`src/rtl/gres_pkg.sv`:
```
package gres_pkg;

  localparam int MAX_RUNS_DEF  = 4;
  localparam int MAX_SHIFT_DEF = 2;
  localparam int ROW_COLS_DEF  = 32;
  localparam int SHIFT_HI      = 8;
  localparam int OUT_LIMIT     = 16;
  localparam int DIV_W         = 28;
  localparam int Q_W           = 16;
  localparam logic [11:0] LINE_WIDTH_RST = 12'd720;

  localparam logic [1:0] KIND_SPAN = 2'd0;
  localparam logic [1:0] KIND_PART = 2'd1;
  localparam logic [1:0] KIND_NONE = 2'd2;

  typedef enum logic [3:0] {
    ST_IDLE, ST_DIV, ST_SCAN, ST_EDGE, ST_ML, ST_MR, ST_MW,
    ST_E0, ST_E1, ST_E2, ST_DONE
  } gres_state_t;

  // twice the boundary column: own column plus nearest matching edge
  function automatic logic [6:0] boundary2(input logic [31:0] edges,
                                           input logic [5:0] col,
                                           input int max_shift,
                                           input int row_cols);
    int c;
    logic [6:0] r;
    logic found;
    r = {col, 1'b0};
    found = 1'b0;
    for (int d = 0; d <= SHIFT_HI; d++) begin
      if (!found && d <= max_shift) begin
        c = int'(col) + d;
        if (c < row_cols) begin
          if (edges[31 - c]) begin
            r = 7'(2 * int'(col) + d);
            found = 1'b1;
          end
        end
        if (!found && d > 0) begin
          c = int'(col) - d;
          if (c >= 0) begin
            if (edges[31 - c]) begin
              r = 7'(2 * int'(col) - d);
              found = 1'b1;
            end
          end
        end
      end
    end
    return r;
  endfunction

endpackage

```
`src/rtl/gres_div.sv`:
```
module gres_div (
  input  logic                      clk,
  input  logic                      rst_n,
  input  logic                      start,
  input  logic [gres_pkg::DIV_W-1:0] dividend,
  input  logic [12:0]               divisor,
  output logic                      done,
  output logic [gres_pkg::Q_W-1:0]  quo
);
  import gres_pkg::*;

  logic [DIV_W-1:0] dvd_r, dvd_nxt;
  logic [12:0]      rem_r, rem_nxt;
  logic [12:0]      dsr_r, dsr_nxt;
  logic [4:0]       cnt_r, cnt_nxt;
  logic             busy_r, busy_nxt;
  logic             done_r, done_nxt;
  logic [13:0]      trial;

  // restoring divide, one quotient bit per cycle
  always_comb begin
    trial    = {rem_r, dvd_r[DIV_W-1]};
    dvd_nxt  = dvd_r;
    rem_nxt  = rem_r;
    dsr_nxt  = dsr_r;
    cnt_nxt  = cnt_r;
    busy_nxt = busy_r;
    done_nxt = 1'b0;
    if (start) begin
      dvd_nxt  = dividend;
      rem_nxt  = '0;
      dsr_nxt  = divisor;
      cnt_nxt  = 5'(DIV_W);
      busy_nxt = 1'b1;
    end else if (busy_r) begin
      if (trial >= {1'b0, dsr_r}) begin
        rem_nxt = 13'(trial - {1'b0, dsr_r});
        dvd_nxt = {dvd_r[DIV_W-2:0], 1'b1};
      end else begin
        rem_nxt = trial[12:0];
        dvd_nxt = {dvd_r[DIV_W-2:0], 1'b0};
      end
      cnt_nxt = cnt_r - 5'd1;
      if (cnt_r == 5'd1) begin
        busy_nxt = 1'b0;
        done_nxt = 1'b1;
      end
    end
  end

  always_ff @(posedge clk) begin
    dvd_r <= dvd_nxt;
    rem_r <= rem_nxt;
    dsr_r <= dsr_nxt;
    cnt_r <= cnt_nxt;
    if (!rst_n) begin
      busy_r <= 1'b0;
      done_r <= 1'b0;
    end else begin
      busy_r <= busy_nxt;
      done_r <= done_nxt;
    end
  end

  assign done = done_r;
  assign quo  = dvd_r[Q_W-1:0];

endmodule

```
`src/rtl/gres_interp.sv`:
```
module gres_interp (
  input  logic               clk,
  input  logic signed [17:0] base,
  input  logic signed [15:0] delta,
  input  logic [15:0]        q,
  output logic signed [17:0] res
);
  import gres_pkg::*;

  logic signed [32:0] prod;
  logic signed [32:0] rnd;
  logic signed [17:0] res_r, res_nxt;

  // base + floor((delta * q + 32768) / 65536)
  always_comb begin
    prod    = $signed({{17{delta[15]}}, delta}) * $signed({17'b0, q});
    rnd     = (prod + 33'sd32768) >>> 16;
    res_nxt = base + rnd[17:0];
  end

  always_ff @(posedge clk) begin
    res_r <= res_nxt;
  end

  assign res = res_r;

endmodule

```
`src/rtl/glyph_row_edge_smoothed_spans.sv`:
```
// Glyph row renderer: one font row of one character in, drawing commands out.
// Input: pulse start with the in_ fields while busy is low; the item is taken
// at that edge and busy stays high until its commands are out.
// Output: each command shows on the out_ ports for one cycle with out_strobe;
// out_last marks the final one. An item with no command gives one beat of
// kind "nothing drawn". At most 16 commands per item.
// Config: cfg_we with cfg_line_width writes the line width; write only while
// idle. Reset sets it to 720 and clears the sequencer and the output strobe.
// Sequence: the row is scanned one column per cycle, plus entry and wrap-up;
// in smoothed mode the scan pauses while each closed run is worked. In
// smoothed mode a bit-serial divide for the band fraction comes first, and
// each smoothed run adds an edge search, two passes through the shared
// interpolation multiplier, and up to three emit steps. Each command is held
// back until the next one is found; the final one leaves as busy drops.
// The receiver cannot stall, so there is no backpressure path.
module glyph_row_edge_smoothed_spans #(
  parameter int MAX_RUNS  = gres_pkg::MAX_RUNS_DEF,
  parameter int MAX_SHIFT = gres_pkg::MAX_SHIFT_DEF,
  parameter int ROW_COLS  = gres_pkg::ROW_COLS_DEF
) (
  input  logic               clk,
  input  logic               rst_n,
  input  logic               start,
  output logic               busy,
  input  logic               in_mode,
  input  logic [31:0]        in_row_bits,
  input  logic [31:0]        in_above_bits,
  input  logic [31:0]        in_below_bits,
  input  logic signed [11:0] in_glyph_x,
  input  logic [4:0]         in_pixel_scale,
  input  logic [11:0]        in_row_in_band,
  input  logic [12:0]        in_band_height,
  input  logic               cfg_we,
  input  logic [11:0]        cfg_line_width,
  output logic               out_strobe,
  output logic [1:0]         out_kind,
  output logic signed [12:0] out_x_start,
  output logic signed [12:0] out_x_end,
  output logic [4:0]         out_coverage,
  output logic               out_last
);
  import gres_pkg::*;

  localparam int RUN_W = $clog2(MAX_RUNS + 1);
  localparam logic [31:0] ROW_MASK = ~(32'hFFFF_FFFF >> ROW_COLS);

  gres_state_t state_r, state_nxt;

  logic [11:0]        lw_r;
  logic               mode_r, mode_nxt;
  logic [31:0]        sh_r, sh_nxt;
  logic [31:0]        bits_r, bits_nxt, above_r, above_nxt, below_r, below_nxt;
  logic signed [11:0] gx_r, gx_nxt;
  logic [4:0]         sx_r, sx_nxt;
  logic [5:0]         col_r, col_nxt, l_r, l_nxt, e_r, e_nxt;
  logic               in_run_r, in_run_nxt;
  logic [RUN_W-1:0]   runs_r, runs_nxt;
  logic signed [17:0] lt_r, lt_nxt, rt_r, rt_nxt, xl_r, xl_nxt, xr_r, xr_nxt;
  logic signed [15:0] dl_r, dl_nxt, dr_r, dr_nxt;
  logic signed [13:0] a_r, a_nxt, b_r, b_nxt;
  logic [3:0]         fr_r, fr_nxt;
  logic [4:0]         cnt_r, cnt_nxt;

  logic               pend_vld_r, pend_vld_nxt;
  logic [1:0]         pend_kind_r, pend_kind_nxt;
  logic signed [12:0] pend_xs_r, pend_xs_nxt, pend_xe_r, pend_xe_nxt;
  logic [4:0]         pend_cov_r, pend_cov_nxt;

  logic               out_strobe_r, out_strobe_nxt, out_last_r, out_last_nxt;
  logic [1:0]         out_kind_r, out_kind_nxt;
  logic signed [12:0] out_xs_r, out_xs_nxt, out_xe_r, out_xe_nxt;
  logic [4:0]         out_cov_r, out_cov_nxt;

  logic               accept;
  logic [12:0]        bh_eff;
  logic [11:0]        dy_sat;
  logic [DIV_W-1:0]   dividend;
  logic               div_done;
  logic [Q_W-1:0]     q;

  logic               scan_end, ink, scan_close, aflat, bflat, run_last;
  logic [31:0]        al_e, ar_e, bl_e, br_e;
  logic [6:0]         b2_lt, b2_lb, b2_rt, b2_rb;
  logic signed [13:0] a_w, b_w;
  logic [3:0]         fl_w;
  logic               run_empty, same_px;

  logic signed [17:0] ip_base, ip_res;
  logic signed [15:0] ip_delta;

  logic               emit_en;
  logic [1:0]         emit_kind;
  logic signed [12:0] emit_xs, emit_xe;
  logic [4:0]         emit_cov;

  assign accept = start && (state_r == ST_IDLE);
  assign busy   = (state_r != ST_IDLE);

  always_comb begin
    bh_eff   = (in_band_height == 13'd0) ? 13'd1 : in_band_height;
    dy_sat   = ({1'b0, in_row_in_band} > (bh_eff - 13'd1)) ? 12'(bh_eff - 13'd1)
                                                            : in_row_in_band;
    dividend = {dy_sat, 16'b0} + DIV_W'(bh_eff >> 1);
  end

  gres_div u_div (
    .clk      (clk),
    .rst_n    (rst_n),
    .start    (accept && in_mode),
    .dividend (dividend),
    .divisor  (bh_eff),
    .done     (div_done),
    .quo      (q)
  );

  assign ip_base  = (state_r == ST_MR) ? rt_r : lt_r;
  assign ip_delta = (state_r == ST_MR) ? dr_r : dl_r;

  gres_interp u_interp (
    .clk   (clk),
    .base  (ip_base),
    .delta (ip_delta),
    .q     (q),
    .res   (ip_res)
  );

  // shared status terms
  always_comb begin
    scan_end   = (col_r == 6'(ROW_COLS));
    ink        = sh_r[31];
    scan_close = scan_end ? in_run_r : (in_run_r && !ink);
    aflat      = (above_r == '0) || (above_r == bits_r);
    bflat      = (below_r == '0) || (below_r == bits_r);
    al_e       = above_r & ~(above_r >> 1);
    ar_e       = (above_r >> 1) & ~above_r;
    bl_e       = below_r & ~(below_r >> 1);
    br_e       = (below_r >> 1) & ~below_r;
    b2_lt = aflat ? {l_r, 1'b0} : boundary2(al_e, l_r, MAX_SHIFT, ROW_COLS);
    b2_rt = aflat ? {e_r, 1'b0} : boundary2(ar_e, e_r, MAX_SHIFT, ROW_COLS);
    b2_lb = bflat ? {l_r, 1'b0} : boundary2(bl_e, l_r, MAX_SHIFT, ROW_COLS);
    b2_rb = bflat ? {e_r, 1'b0} : boundary2(br_e, e_r, MAX_SHIFT, ROW_COLS);
    a_w       = 14'(xl_r >>> 4);
    b_w       = 14'(xr_r >>> 4);
    fl_w      = xl_r[3:0];
    run_empty = (xr_r <= xl_r);
    same_px   = (a_w == b_w);
    run_last  = (runs_r == RUN_W'(MAX_RUNS));
  end

  // next state
  always_comb begin
    state_nxt = state_r;
    unique case (state_r)
      ST_IDLE: if (accept) state_nxt = in_mode ? ST_DIV : ST_SCAN;
      ST_DIV:  if (div_done) state_nxt = ST_SCAN;
      ST_SCAN: begin
        if (scan_close && mode_r) state_nxt = ST_EDGE;
        else if (scan_end && !in_run_r) state_nxt = ST_DONE;
      end
      ST_EDGE: state_nxt = ST_ML;
      ST_ML:   state_nxt = ST_MR;
      ST_MR:   state_nxt = ST_MW;
      ST_MW:   state_nxt = ST_E0;
      ST_E0: begin
        if (run_empty || same_px) state_nxt = run_last ? ST_DONE : ST_SCAN;
        else state_nxt = ST_E1;
      end
      ST_E1:   state_nxt = ST_E2;
      ST_E2:   state_nxt = run_last ? ST_DONE : ST_SCAN;
      ST_DONE: state_nxt = ST_IDLE;
      default: state_nxt = ST_IDLE;
    endcase
  end

  // datapath and command emission
  always_comb begin
    mode_nxt = mode_r;   sh_nxt = sh_r;     bits_nxt = bits_r;
    above_nxt = above_r; below_nxt = below_r;
    gx_nxt = gx_r;       sx_nxt = sx_r;     col_nxt = col_r;
    l_nxt = l_r;         e_nxt = e_r;       in_run_nxt = in_run_r;
    runs_nxt = runs_r;   lt_nxt = lt_r;     rt_nxt = rt_r;
    dl_nxt = dl_r;       dr_nxt = dr_r;     xl_nxt = xl_r;  xr_nxt = xr_r;
    a_nxt = a_r;         b_nxt = b_r;       fr_nxt = fr_r;  cnt_nxt = cnt_r;
    pend_vld_nxt = pend_vld_r; pend_kind_nxt = pend_kind_r;
    pend_xs_nxt = pend_xs_r;   pend_xe_nxt = pend_xe_r; pend_cov_nxt = pend_cov_r;
    out_strobe_nxt = 1'b0; out_last_nxt = 1'b0; out_kind_nxt = out_kind_r;
    out_xs_nxt = out_xs_r; out_xe_nxt = out_xe_r; out_cov_nxt = out_cov_r;
    emit_en = 1'b0; emit_kind = KIND_SPAN;
    emit_xs = '0;   emit_xe = '0;  emit_cov = 5'd16;

    unique case (state_r)
      ST_IDLE: begin
        if (accept) begin
          mode_nxt  = in_mode;
          bits_nxt  = in_row_bits & ROW_MASK;
          sh_nxt    = in_row_bits & ROW_MASK;
          above_nxt = in_above_bits & ROW_MASK;
          below_nxt = in_below_bits & ROW_MASK;
          gx_nxt    = in_glyph_x;
          sx_nxt    = (in_pixel_scale == 5'd0) ? 5'd1 : in_pixel_scale;
          col_nxt   = '0;
          in_run_nxt = 1'b0;
          runs_nxt  = '0;
          cnt_nxt   = '0;
          pend_vld_nxt = 1'b0;
        end
      end
      ST_SCAN: begin
        if (!scan_end) begin
          sh_nxt  = {sh_r[30:0], 1'b0};
          col_nxt = col_r + 6'd1;
          if (ink && !in_run_r) begin
            l_nxt      = col_r;
            in_run_nxt = 1'b1;
          end
        end
        if (scan_close) begin
          in_run_nxt = 1'b0;
          e_nxt      = col_r;
          if (mode_r) begin
            runs_nxt = runs_r + RUN_W'(1);
          end else begin
            emit_en = 1'b1;
            emit_xs = 13'($signed({gx_r[11], gx_r}) +
                          $signed({2'b0, 11'(l_r) * 11'(sx_r)}));
            emit_xe = 13'($signed({gx_r[11], gx_r}) +
                          $signed({2'b0, 11'(col_r) * 11'(sx_r)}));
          end
        end
      end
      ST_EDGE: begin
        lt_nxt = $signed({{2{gx_r[11]}}, gx_r, 4'b0}) +
                 $signed({4'b0, 11'(b2_lt) * 11'(sx_r), 3'b0});
        rt_nxt = $signed({{2{gx_r[11]}}, gx_r, 4'b0}) +
                 $signed({4'b0, 11'(b2_rt) * 11'(sx_r), 3'b0});
        dl_nxt = ($signed(16'(signed'({1'b0, b2_lb}) - signed'({1'b0, b2_lt}))) *
                  $signed({11'b0, sx_r})) <<< 3;
        dr_nxt = ($signed(16'(signed'({1'b0, b2_rb}) - signed'({1'b0, b2_rt}))) *
                  $signed({11'b0, sx_r})) <<< 3;
      end
      ST_MR: xl_nxt = ip_res;
      ST_MW: xr_nxt = ip_res;
      ST_E0: begin
        b_nxt  = b_w;
        fr_nxt = xr_r[3:0];
        a_nxt  = a_w;
        if (!run_empty) begin
          if (same_px) begin
            emit_en   = 1'b1;
            emit_kind = KIND_PART;
            emit_xs   = 13'(a_w);
            emit_cov  = 5'(xr_r - xl_r);
          end else if (fl_w != 4'd0) begin
            emit_en   = 1'b1;
            emit_kind = KIND_PART;
            emit_xs   = 13'(a_w);
            emit_cov  = 5'd16 - {1'b0, fl_w};
            a_nxt     = a_w + 14'sd1;
          end
        end
      end
      ST_E1: begin
        if (a_r < b_r) begin
          emit_en = 1'b1;
          emit_xs = 13'(a_r);
          emit_xe = 13'(b_r);
        end
      end
      ST_E2: begin
        if (fr_r != 4'd0) begin
          emit_en   = 1'b1;
          emit_kind = KIND_PART;
          emit_xs   = 13'(b_r);
          emit_cov  = {1'b0, fr_r};
        end
      end
      ST_DONE: begin
        out_strobe_nxt = 1'b1;
        out_last_nxt   = 1'b1;
        if (pend_vld_r) begin
          out_kind_nxt = pend_kind_r; out_xs_nxt = pend_xs_r;
          out_xe_nxt   = pend_xe_r;   out_cov_nxt = pend_cov_r;
        end else begin
          out_kind_nxt = KIND_NONE; out_xs_nxt = '0;
          out_xe_nxt   = '0;        out_cov_nxt = '0;
        end
        pend_vld_nxt = 1'b0;
      end
      default: ;
    endcase

    // partials off the line are dropped
    if (emit_en && emit_kind == KIND_PART) begin
      emit_xe = emit_xs;
      if (emit_xs < 13'sd0 || emit_xs >= $signed({1'b0, lw_r})) emit_en = 1'b0;
    end

    // one command held back so the final beat can carry last
    if (emit_en && cnt_r < 5'(OUT_LIMIT)) begin
      if (pend_vld_r) begin
        out_strobe_nxt = 1'b1;
        out_kind_nxt = pend_kind_r; out_xs_nxt = pend_xs_r;
        out_xe_nxt   = pend_xe_r;   out_cov_nxt = pend_cov_r;
      end
      pend_vld_nxt  = 1'b1;
      pend_kind_nxt = emit_kind;
      pend_xs_nxt   = emit_xs;
      pend_xe_nxt   = emit_xe;
      pend_cov_nxt  = emit_cov;
      cnt_nxt       = cnt_r + 5'd1;
    end
  end

  always_ff @(posedge clk) begin
    mode_r <= mode_nxt;   sh_r <= sh_nxt;       bits_r <= bits_nxt;
    above_r <= above_nxt; below_r <= below_nxt;
    gx_r <= gx_nxt;       sx_r <= sx_nxt;       col_r <= col_nxt;
    l_r <= l_nxt;         e_r <= e_nxt;         in_run_r <= in_run_nxt;
    runs_r <= runs_nxt;   lt_r <= lt_nxt;       rt_r <= rt_nxt;
    dl_r <= dl_nxt;       dr_r <= dr_nxt;       xl_r <= xl_nxt;  xr_r <= xr_nxt;
    a_r <= a_nxt;         b_r <= b_nxt;         fr_r <= fr_nxt;  cnt_r <= cnt_nxt;
    pend_kind_r <= pend_kind_nxt; pend_xs_r <= pend_xs_nxt;
    pend_xe_r <= pend_xe_nxt;     pend_cov_r <= pend_cov_nxt;
    out_kind_r <= out_kind_nxt;   out_xs_r <= out_xs_nxt;
    out_xe_r <= out_xe_nxt;       out_cov_r <= out_cov_nxt;
    out_last_r <= out_last_nxt;
    if (!rst_n) begin
      state_r      <= ST_IDLE;
      pend_vld_r   <= 1'b0;
      out_strobe_r <= 1'b0;
      lw_r         <= LINE_WIDTH_RST;
    end else begin
      state_r      <= state_nxt;
      pend_vld_r   <= pend_vld_nxt;
      out_strobe_r <= out_strobe_nxt;
      if (cfg_we) lw_r <= cfg_line_width;
    end
  end

  assign out_strobe   = out_strobe_r;
  assign out_kind     = out_kind_r;
  assign out_x_start  = out_xs_r;
  assign out_x_end    = out_xe_r;
  assign out_coverage = out_cov_r;
  assign out_last     = out_last_r;

endmodule

```
`config.mk`:
```
export PLATFORM = sky130hd
export DESIGN_NAME = glyph_row_edge_smoothed_spans
export DESIGN_NICKNAME = d
export VERILOG_FILES = /design/src/rtl/gres_pkg.sv /design/src/rtl/gres_div.sv /design/src/rtl/gres_interp.sv /design/src/rtl/glyph_row_edge_smoothed_spans.sv
export SDC_FILE = /design/constraint.sdc
export NUM_CORES = 2
export LEC_CHECK = 0
export BUFFER_PORTS_ARGS = -buffer_cell sky130_fd_sc_hd__buf_2
export CORE_UTILIZATION = 60
export CTS_CLUSTER_DIAMETER = 200
export DETAILED_ROUTE_END_ITERATION = 6
export GPL_ROUTABILITY_DRIVEN = 1
export PLACE_DENSITY = 0.78
export SYNTH_ARGS = -nofsm -noshare
export SYNTH_HDL_FRONTEND = slang
export SYNTH_SLANG_ARGS = --single-unit
```
`constraint.sdc`:
```
create_clock -name clk -period 10.81 [get_ports clk]
set_clock_uncertainty 0.05 [all_clocks]
set_input_delay 1.6215 -clock clk [delete_from_list [all_inputs] [get_ports clk]]
set_output_delay 1.6215 -clock clk [all_outputs]
set_load 0.02 [all_outputs]
```
-- Word level (Yosys, flattened, before mapping)
Cells that the tools add are included.
Widths: inputs -> output; s select.
- register bits: 467
- input bits: 155
- output and inout bits: 36
- word-level logic and storage cells: 450
- add/subtract/negate cells: 44
- multiply operators: 7
- $lt $le $gt $ge: 27
- equal/unequal tests: 26
- mux-type cells: 256
- bitwise logic cells: 11
- reduce and logical (&&, ||, !) cells: 37
- operator list (operator ; count):
    $mux 7 ; 52
    $mux 13 ; 21
    $mux 1 ; 115
    $bmux 1 s5 ; 20
    $and 31x32->32 ; 2
    $and 32x32->32 ; 2
    $eq 32x32->1 ; 2
    $logic_not 32->1 ; 2
    $lt 8x7->1 const B ; 8
    $mux 32 ; 2
    $not 31->32 ; 2
    $not 32->32 ; 2
    $pmux 32 s2 ; 1
    $mux 28 ; 2
    $mux 5 ; 11
    $pmux 13 s4 ; 1
    $mux 14 ; 3
    $pmux 4 s10 ; 1
    $add 16x15->17 ; 2
    $add 33x17->33 const B ; 1
    $mul 16x17->33 ; 1
    $sub 5x7->8 const A ; 4
    $sub 6x7->8 const A ; 4
    $add 28x12->28 ; 1
    other kinds (75) ; 146

-- Longest topological paths before layout
- word-level depth: 20
- mapped depth: 40
- depth with buffers taken out: 36

-- Cells and area by module
Synthesis repeated with hierarchy kept, for this count alone.
- cells, all modules: 4549
- area total of the unflattened synthesis: 45353.5 um^2
- modules (own cells, without submodules) (module ; times used ; cells an instance ; area an instance (um^2) ; seq. area each (um^2)):
    glyph_row_edge_smoothed_spans ; 1 ; 3171 ; 32427.4 ; 10860.4
    gres_interp ; 1 ; 1084 ; 9562.9 ; 360.3
    gres_div ; 1 ; 294 ; 3363.2 ; 1631.6

-- Worst setup path after synthesis
No wires, ideal clock.
- path type: reg2reg
- start: reg state_r[3]
- end: reg u_interp.res_r[17] (netlist: u_interp.res[17])
- setup time: 59 ps
- arrival: 8917 ps
- required time: 10701 ps
- slack: 1784 ps
- cell stages (with the launch flop): 38
- path buffers: 4
- clock period less this slack: 9026 ps
- cells stage by stage: dfxtp_1 clkbuf_1 nor4bb_1 buf_2 buf_1 mux2_2 clkbuf_1 nand2_1 fa_1 inv_1 fa_1 inv_1 fa_1 inv_1 fa_1 fa_1 ha_1 ha_1 [2 not listed] nand4_1 a21boi_0 o21ai_0 a21boi_0 o21a_1 nor2_1 ha_1 fa_1 a21oi_1 nor2_1 nor2_1 o21bai_1 a21oi_1 o21bai_1 a21oi_1 o21ai_0 o41ai_1 o221a_2
- longest elaborated chain between the ends: 5
- elaborated cells on any way between the ends: 6
- those cells by class: add/sub: 2; mul: 1; eq/ne: 1; mux: 2
- RTL lines (element ; RTL line ; text):
    start, declared ; glyph_row_edge_smoothed_spans.sv:47 ; gres_state_t state_r, state_nxt;
    start signal, assigned ; glyph_row_edge_smoothed_spans.sv:333 ; state_r <= state_nxt;
    $eq 4x3->1 (*) ; glyph_row_edge_smoothed_spans.sv:116, glyph_row_edge_smoothed_spans.sv:117 ;
    $mux 16 ; glyph_row_edge_smoothed_spans.sv:117 ; assign ip_delta = (state_r == ST_MR) ? dr_r : dl_r;
    $mul 16x17->33 ; gres_interp.sv:16 ; prod = $signed({{17{delta[15]}}, delta}) * $signed({17'b0, q});
    $add 33x17->33 ; gres_interp.sv:17 ; rnd = (prod + 33'sd32768) >>> 16;
    $add 18x18->18 (*) ; gres_interp.sv:18 ; res_nxt = base + rnd[17:0];
    via u_interp.res_nxt[17] ; gres_interp.sv:12 ; logic signed [17:0] res_r, res_nxt;
    end signal, assigned ; gres_interp.sv:22 ; res_r <= res_nxt;
    end, declared ; gres_interp.sv:12 ;
The timed path passes the listed nets; every way through them passes the cells marked *.
A chain may end at the register's enable or synchronous reset.

-- Worst setup path in the final report
- start: reg state_r[0]
- end: reg u_interp.res_r[17] (netlist: u_interp.res[17])
The elaborated chain is that of the path after synthesis.

==> impl_metrics.toml <==
[logic_synthesis]
syn_nets = 4980
synthTopCellsByArea = "edfxtp_1 (26%), fa_1 (12%), ha_1 (11%), mux4_2 (6.1%), inv_1 (4.4%)"
yosysTopAreaCellShare = 0.260
yosys.cell_types.count = 97
synthCells = 4182
ys.warnings.count = 0
synth_edf_count = 368
avgSynthCellArea_um2 = 10.2
synth_seq_cells = 458
synth_seq_area_share = 0.303
synth_ff_type = "edfxtp_1"
synth_area_leader_cell = "edfxtp_1"
synth_async_sr_flop_share = 0
netlist_area_um2 = 42500

[setup_path]
arrival_ns = 10.66
cp-end-kind = "flop"
crit_fanout = 16
crit_top_cell = "fa_1"
cpPeakStageDelay_ns = 0.78
start_kind = "flop"
crit_slowest_cell = "nor4bb_4"
worstPathRequired_ns = 11.31
crit_type = "reg2reg"

[sta]
finalSetupTns_ns = 0
rsz0062_at_grt = "no"
clock.fmax_mhz = 98.4
period_share = 0.940
max-slew-margin-rel = 0.196
finalSetupViolCount = 0
hold_viol = 0
final-max-slew-violation-count = 0
tightestPinTransition_ns = 1.21
post-route-min-period_ns = 10.16

[place]
gp_congestion = 0.997
dp_cells = 5178
port_buffers = 190
hpwl_um = 82300

[clock_network]
clkSinkCount = 458
clkLatencyLatePin_ns = 0.62
htree_levels = 2
cts_tree = "built"
cts_buffer_depth = 3
cts_resized = 0
cts_buffers = 50
cts.clk_slew.worst_paths_ns = 0.06
cts_hold_buf = 0
clockRootBuffer = "clkbuf_16"
post-cts-setup-buffer-count = 0

[floorplan]
pin_count = 191
rows = 97
core_area_um2 = 70000
start_util = 0.607
die-height_um = 268
die_w_um = 268
dieArea_um2 = 71900

[route]
wl_per_cell_um = 20.2
vias = 31500
drc = 0
firstDrtPassIters = 6
wl_um = 107000
drtIter0Drc = 2593
vias_per_cell = 5.98
ant_nets = 0

[flow_run]
cap_violations = 0

[grt]
grtUsageTotal = 0.299
grt_max_degree = 82
grt_overflow = 0
grt_pass1_wl_um = 168000
antenna_found_initial = 1
grt_pass1_vias = 31300

[final_layout]
drive_above_1_share = 0.123
syn_to_final_growth_pct = 7.97
fin_cells = 5272
fill_cells = 5477
nets = 5088
final_util = 0.655
diodes = 0

[hold_path]
hp-class = "reg2reg"

[run_status]
status = "finished, final reports clean"
stage by stage:
step	worst slack [ns]	area, um^2	hold slack, ns
finish	0.649	45900	0.380
global route	0.0286	45900	0.384
CTS	0.695	45900	0.381
detailed placement	0.737	44200	0.367
global placement	0.996	44200	0.358
floorplan	1.78	42500	0.354
sequential cells by signal (all words and copies together), names as in the netlist, 12 cells and up:
signal and cells:
lt_r 14, u_interp.res 18, pend_xs_r 13, above_r 32, bits_r 32, pend_xe_r 13
xl_r 18, xr_r 18, u_div.rem_r 13, u_div.dsr_r 13, dl_r 13, sh_r 32
out_x_end 13, gx_r 12, b_r 14, dr_r 13, lw_r 12, u_div.dvd_r 28
out_x_start 13, rt_r 14, below_r 32, a_r 14
cells in the final DEF, fill, tap and decap left out, types with 13 or more instances in the layout:
cell type,n
a21o_1,56
nor2_1,152
nand2b_1,90
mux4_2,115
dfxtp_1,90
and3_1,22
a211oi_1,13
nor3_1,56
o21ai_0,97
xnor2_1,152
a22o_1,40
edfxtp_1,368
a31oi_1,20
xor2_1,123
or2_2,23
a21boi_0,13
mux2_2,43
nand2_1,438
and2_1,139
o21a_1,29
inv_1,492
nor2b_1,183
nand4_1,28
buf_4,48
clkbuf_16,52
ha_1,381
fa_1,262
buf_2,190
a211o_1,15
nand3_1,42
o22ai_1,15
o21bai_1,41
a21oi_1,151
nor4_1,42
mux2i_1,92
synth_stat cells (43+ instances only):
| master | number |
|---|---|
| inv_1 | 493 |
| dfxtp_1 | 90 |
| o21ai_0 | 98 |
| and2_1 | 139 |
| a21o_1 | 56 |
| nor2_1 | 154 |
| nor3_1 | 58 |
| mux2i_1 | 92 |
| fa_1 | 262 |
| mux4_2 | 115 |
| xnor2_1 | 152 |
| nand2b_1 | 90 |
| a21oi_1 | 152 |
| nor2b_1 | 183 |
| clkbuf_1 | 128 |
| ha_1 | 381 |
| mux2_2 | 43 |
| xor2_1 | 123 |
| nand2_1 | 439 |
| edfxtp_1 | 368 |
final cells by class:
type	count	area [um^2]	area share
clock buffer	69	1430	0.0311
clock inverter	25	213	0.00464
inverter	503	1890	0.0413
multi-input combinational	3039	27000	0.589
sequential	458	12900	0.280
tap	940	1180	0.0256
timing repair buffer	238	1310	0.0286
metal layers:
| metal | up-vias | part of all wire | GRT usage |
|---|---|---|---|
| li1 | 14600 | - | - |
| met1 | 15300 | 0.41 | 0.396 |
| met2 | 1292 | 0.47 | 0.489 |
| met3 | 276 | 0.077 | 0.0477 |
| met4 | 0 | 0.041 | 0.126 |
| met5 | - | 0 | 0 |
final timing paths:
path	startpoint	to	slack [ns]	depth (start not counted)
max	state_r[0]	u_interp.res[17]	0.65	34
min	u_interp.res[5]	xl_r[5]	0.38	0
max reg2reg	state_r[0]	u_interp.res[17]	0.65	34
min reg2reg	u_interp.res[5]	xl_r[5]	0.38	0
worst max-delay path: cells and delay by family (launching register included):
| kind | cells | cell delay (ns) |
|---|---|---|
| muxes | 1 | 0.38 |
| DFF | 1 | 0.60 |
| buffers and inverters | 4 | 0.46 |
| and+or+nand+nor | 7 | 1.62 |
| adders and majority gates | 9 | 3.78 |
| AOI/OAI and AO/OA | 13 | 3.18 |
logic make-up after synthesis:
| logic type | Yosys count | share of synthesized area |
|---|---|---|
| DFF | 458 | 0.303 |
| and+or+nand+nor | 1270 | 0.151 |
| muxes | 251 | 0.0944 |
| adders and majority gates | 643 | 0.236 |
| xor gates and xnor gates | 276 | 0.0571 |
| buffers and inverters | 685 | 0.0632 |
| AOI/OAI and AO/OA | 599 | 0.0956 |
Power is left out: the tool's default activity adds up to more than one toggle a clock period on the data nets, which glitch-free logic cannot reach.
